## config.mk

```make
export PLATFORM = sky130hd
export DESIGN_NAME = nptss_dist
export DESIGN_NICKNAME = d
export VERILOG_FILES = /design/src/nptss_pkg.sv /design/src/nptss_dist.sv
export SDC_FILE = /design/constraint.sdc
export NUM_CORES = 2
export LEC_CHECK = 0
export BUFFER_PORTS_ARGS = -buffer_cell sky130_fd_sc_hd__buf_2
export CORE_MARGIN = 1
export CORE_UTILIZATION = 55
export DETAILED_ROUTE_END_ITERATION = 7
export PLACE_DENSITY = 0.72
export SLEW_MARGIN = 40
export SYNTH_ARGS = -nofsm -noshare
export SYNTH_HDL_FRONTEND = slang
export SYNTH_SLANG_ARGS = --single-unit
export TNS_END_PERCENT = 100
```

## constraint.sdc

```tcl
create_clock -name clk -period 16.3 [get_ports clk]
set_input_delay 3.26 -clock clk [delete_from_list [all_inputs] [get_ports clk]]
set_output_delay 3.26 -clock clk [all_outputs]
set_load 0.01 [all_outputs]
```

## src/nptss_pkg.sv

```systemverilog
`default_nettype none
package nptss_pkg;

	localparam int COORD_BITS = 24;
	localparam int DIFF_BITS  = COORD_BITS + 1;
	localparam int SQ_BITS    = 2 * DIFF_BITS;
	localparam int DIST_BITS  = SQ_BITS + 2;
	localparam int MAXD_BITS  = 24;
	localparam int IDX_BITS   = 10;
	localparam int MODE_BITS  = 3;
	localparam int STAT_BITS  = 2;

	localparam logic [MODE_BITS-1:0] MODE_APPEND = 3'd0;
	localparam logic [MODE_BITS-1:0] MODE_SET    = 3'd1;
	localparam logic [MODE_BITS-1:0] MODE_DEACT  = 3'd2;
	localparam logic [MODE_BITS-1:0] MODE_CLEAR  = 3'd3;
	localparam logic [MODE_BITS-1:0] MODE_QUERY  = 3'd4;

	localparam logic [STAT_BITS-1:0] ST_DONE    = 2'd0;
	localparam logic [STAT_BITS-1:0] ST_REFUSED = 2'd1;
	localparam logic [STAT_BITS-1:0] ST_NONE    = 2'd2;

	typedef struct packed {
		logic signed [COORD_BITS-1:0] x;
		logic signed [COORD_BITS-1:0] y;
		logic signed [COORD_BITS-1:0] z;
	} pos_t;

	// table write strobes
	typedef struct packed {
		logic pos_en;
		logic live_en;
		logic live_bit;
	} wr_ctl_t;

	typedef enum logic [3:0] {
		S_IDLE   = 4'b0001,
		S_SCAN   = 4'b0010,
		S_DRAIN  = 4'b0100,
		S_RESULT = 4'b1000
	} state_t;

endpackage
`default_nettype wire

```

## src/nptss_dist.sv

```systemverilog
`default_nettype none
module nptss_dist #(
	parameter int IW = 10
) (
	input  wire logic                               clk,
	input  wire logic                               arst_n,
	input  wire logic                               in_vld,
	input  wire logic [IW-1:0]                      in_idx,
	input  wire logic                               in_live,
	input  wire nptss_pkg::pos_t                    pt,
	input  wire nptss_pkg::pos_t                    qry,
	output logic                                    out_vld,
	output logic [IW-1:0]                           out_idx,
	output logic [nptss_pkg::DIST_BITS-1:0]         out_dist,
	output logic                                    busy
);

	localparam int DB = nptss_pkg::DIFF_BITS;
	localparam int CB = nptss_pkg::COORD_BITS;

	logic signed [DB-1:0] dx, dy, dz;
	logic [DB-1:0] ax, ay, az;
	logic [nptss_pkg::SQ_BITS-1:0] sqx, sqy, sqz;

	logic                vld_s1, vld_s2, vld_s3;
	logic [IW-1:0]       idx_s1, idx_s2, idx_s3;
	logic [DB-1:0]       ax_s1, ay_s1, az_s1;
	logic [nptss_pkg::SQ_BITS-1:0] sqx_s2, sqy_s2, sqz_s2;
	logic [nptss_pkg::DIST_BITS-1:0] dist_s3;

	always_comb begin
		dx = {pt.x[CB-1], pt.x} - {qry.x[CB-1], qry.x};
		dy = {pt.y[CB-1], pt.y} - {qry.y[CB-1], qry.y};
		dz = {pt.z[CB-1], pt.z} - {qry.z[CB-1], qry.z};
		ax = dx[DB-1] ? DB'(-dx) : DB'(dx);
		ay = dy[DB-1] ? DB'(-dy) : DB'(dy);
		az = dz[DB-1] ? DB'(-dz) : DB'(dz);
		sqx = ax_s1 * ax_s1;
		sqy = ay_s1 * ay_s1;
		sqz = az_s1 * az_s1;
	end

	always_ff @(posedge clk or negedge arst_n) begin
		if (!arst_n) begin
			vld_s1 <= 1'b0;
			vld_s2 <= 1'b0;
			vld_s3 <= 1'b0;
		end else begin
			// dead entries drop out here
			vld_s1 <= in_vld && in_live;
			vld_s2 <= vld_s1;
			vld_s3 <= vld_s2;
		end
	end

	always_ff @(posedge clk) begin
		idx_s1  <= in_idx;
		ax_s1   <= ax;
		ay_s1   <= ay;
		az_s1   <= az;
		idx_s2  <= idx_s1;
		sqx_s2  <= sqx;
		sqy_s2  <= sqy;
		sqz_s2  <= sqz;
		idx_s3  <= idx_s2;
		dist_s3 <= nptss_pkg::DIST_BITS'(sqx_s2) + nptss_pkg::DIST_BITS'(sqy_s2)
			+ nptss_pkg::DIST_BITS'(sqz_s2);
	end

	assign out_vld  = vld_s3;
	assign out_idx  = idx_s3;
	assign out_dist = dist_s3;
	assign busy     = vld_s1 || vld_s2 || vld_s3;

endmodule
`default_nettype wire

```

==> qor.txt <==
status - finished with violations
failing checks - design-rule violations
vias in the first global route - 53500
Seq/Total Area, Yosys - 8.94%
Initial Utilization - 55.6%
HP Start - idx_s1[1]
crit start category - flip-flop
Post-synth EDFFs - 0
initial antenna violation count - 8
remaining antenna violation count - 0
gpl congestion - 0.946
share of cells above drive strength 1 - 5.27%
clock skew - 0.0545 ns
Detailed Place HPWL - 138000 um
Max FO, Critical Path - 18
Post-CTS Resized - 0
nets - 9975
setup_tns - 0 ns
Top FF cell, synth - dfxtp_1
first-pass GRT wire length - 275000 um
most frequent cells after synthesis - 2104 x inv_1, 1452 x fa_1, 686 x ha_1
CTS tree - built
CP top delay family - adder cells
DIE WIDTH - 356 um
Yosys top cell area share - 42.2%
achievable frequency - 115 MHz
Max stage delay cell, worst path - dfxtp_1
critical path data arrival time - 9.21 ns
Fillers - 10800
#FFs+latches synth - 307
Setup CP Type - reg2reg
FFs w/ async S/R, synth - 0.977%
worst r2r src - ax_s1[9]
WHS Path Cells - 0
Worst Hold Endpoint - idx_s2[1]
reg2reg end - sqx_s2[48]
Critical Path End Type - flip-flop
synth warn - 0
wirelength, routed - 168000 um
most frequent cell after synthesis - inv_1
Max-Cap Viols - 0
Avg Cell Area, Syn - 9.12 um^2
GRT Total Usage - 27.4%
Die H - 356 um
crit share post-route - 53.4%
TritonCTS buffer count - 39
detailed-route DRC error count - 11
CP Buf/Inv Count - 7
core area - 124000 um^2
num rows - 129
Cells after DPL - 9275
DRT iter0 DRCs - 3182
Slowest Stage Delay on Critical Path - 0.85 ns
cell mode on critical path - fa_1
root buf cell - clkbuf_16
required time of the critical path - 16.80 ns
H-tree depth - 2
Tmin final - 8.71 ns
top post-synthesis cells by area - fa_1 42%, ha_1 12%, inv_1 11%, dfxtp_1 8.8%, and2_1 3.4%
Final Hold Fails - 0
Yosys cell types - 84
type of the most critical hold path - reg2reg
Post-Synthesis Cells - 7561
Clock Tree Buf Depth - 3
path depth of the worst reg2reg path - 25
r2r setup slk - 7.59 ns
ant diodes - 0
hold_buf cts - 0
total setup buffers inserted after CTS - 0
setup violators final - 0
CTS Sinks - 307
num ports - 222
Layout area overhead - 6.27%
pin count of the biggest net entering global routing - 29
Die ar. - 127000 um^2
Final Max Slew Viols - 0
grt ovf - 0
RSZ-0062 raised after global routing - no
CTS clk-pin slew, worst paths - 0.06 ns
fin cells - 9345
via count - 50100
vias per cell - 5.36
max_slew headroom - 41.8%
Synth area leader - fa_1
Worst Tran Pin Value - 0.872 ns
Clk Latency, worst-skew pair - 0.63 ns
I/O Buffers - 221
DR WL/cell - 18.0 um
Post-Syn Area - 68900 um^2
DR pass1 iterations - 8
-- sequential cells by signal, indices dropped and copies added, names as in the netlist, 10 cells and up --
name	cells
ax_s1	25
ay_s1	25
az_s1	25
idx_s1	10
idx_s2	10
out_dist	52
out_idx	10
sqx_s2	49
sqy_s2	49
sqz_s2	49
-- per-layer routing --
layer	part of all wire, %	up-vias	track usage (%)
met2	48	1570	45.8
met3	6.3	390	3.47
met4	3.9	4	9.97
met5	0.013	-	0
met1	41	25200	36.6
li1	-	22900	-
-- area by class of cell --
cell class	count	area (um^2)	share of cell area (%)
clock buffers	48	1100	1.50
clock inverters	22	347	0.473
repair buffers	283	1570	2.14
flip-flops and latches	307	6180	8.43
multi-input cells	4939	54100	73.8
well taps	1637	2050	2.80
inverters	2109	7920	10.8
-- cell families after synthesis --
logic type,synth area share [%]
flops,8.94
xor+xnor,4.22
compound gates,8.46
fa+ha+maj,54.6
other cells,0.00544
buf+inv,12.6
simple gates,11.0
mux,0.138
-- worst reg2reg max path: stages (launching register included) --
cell       delay (ns)
dfxtp_1          0.85
clkinv_1         0.69
nor2_1           0.38
inv_1            0.10
fa_1             0.49
fa_1             0.55
inv_1            0.05
fa_1             0.51
inv_1            0.06
fa_1             0.53
inv_1            0.05
fa_1             0.44
fa_1             0.50
inv_1            0.05
fa_1             0.48
inv_1            0.04
ha_1             0.39
a21boi_0         0.23
o21a_1           0.16
o31ai_1          0.07
a21o_1           0.24
o31ai_1          0.54
a31oi_1          0.30
and4b_1          0.30
or4_1            0.51
o2111ai_1        0.12
-- metrics by stage --
stage	area [um^2]	hold WS [ns]	setup slack, ns	utilization [%]
floorplan	69000	0.310	8.96	-
global placement	71800	0.310	7.92	57.9
detailed placement	71800	0.313	7.73	57.9
CTS	73300	0.290	7.69	59.1
global route	73300	0.298	7.19	59.1
finish	73300	0.299	7.59	59.1
-- how the worst max path moves through the flow --
| stage | to | cells after the start | from |
|---|---|---|---|
| 6_report | sqx_s2[48] | 25 | ax_s1[9] |
| 5_1_grt | sqx_s2[48] | 25 | ax_s1[9] |
| 4_1_cts | sqx_s2[48] | 25 | ax_s1[9] |
| 3_5_place_dp | sqx_s2[48] | 25 | ax_s1[9] |
| 3_3_place_gp | sqx_s2[48] | 25 | ax_s1[9] |
| 2_1_floorplan | sqz_s2[48] | 26 | az_s1[2] |
-- placed cells by master, fill, tap and decap left out, types with 23 or more instances in the layout --
| cell | synthesis | layout |
|---|---|---|
| nand2b_1 | 29 | 29 |
| and3_1 | 33 | 33 |
| nand2_1 | 605 | 605 |
| fa_1 | 1452 | 1452 |
| buf_4 | 0 | 62 |
| nand3_1 | 58 | 58 |
| o31ai_1 | 23 | 23 |
| a21oi_1 | 259 | 259 |
| nor3_1 | 36 | 36 |
| o21ai_0 | 151 | 150 |
| o21a_1 | 41 | 41 |
| nand4_1 | 26 | 26 |
| xnor2_1 | 219 | 219 |
| o21bai_1 | 34 | 34 |
| xor2_1 | 113 | 113 |
| nor2b_1 | 49 | 49 |
| and2_1 | 378 | 378 |
| clkbuf_16 | 0 | 40 |
| nor2_1 | 273 | 273 |
| dfxtp_1 | 304 | 291 |
| inv_1 | 2104 | 2104 |
| a21o_1 | 174 | 174 |
| a211oi_1 | 25 | 25 |
| ha_1 | 686 | 686 |
| buf_2 | 1 | 221 |
| a31oi_1 | 39 | 38 |
Power is not shown: default switching activity piles up to over one toggle a cycle in this logic, so the estimate is an artifact.
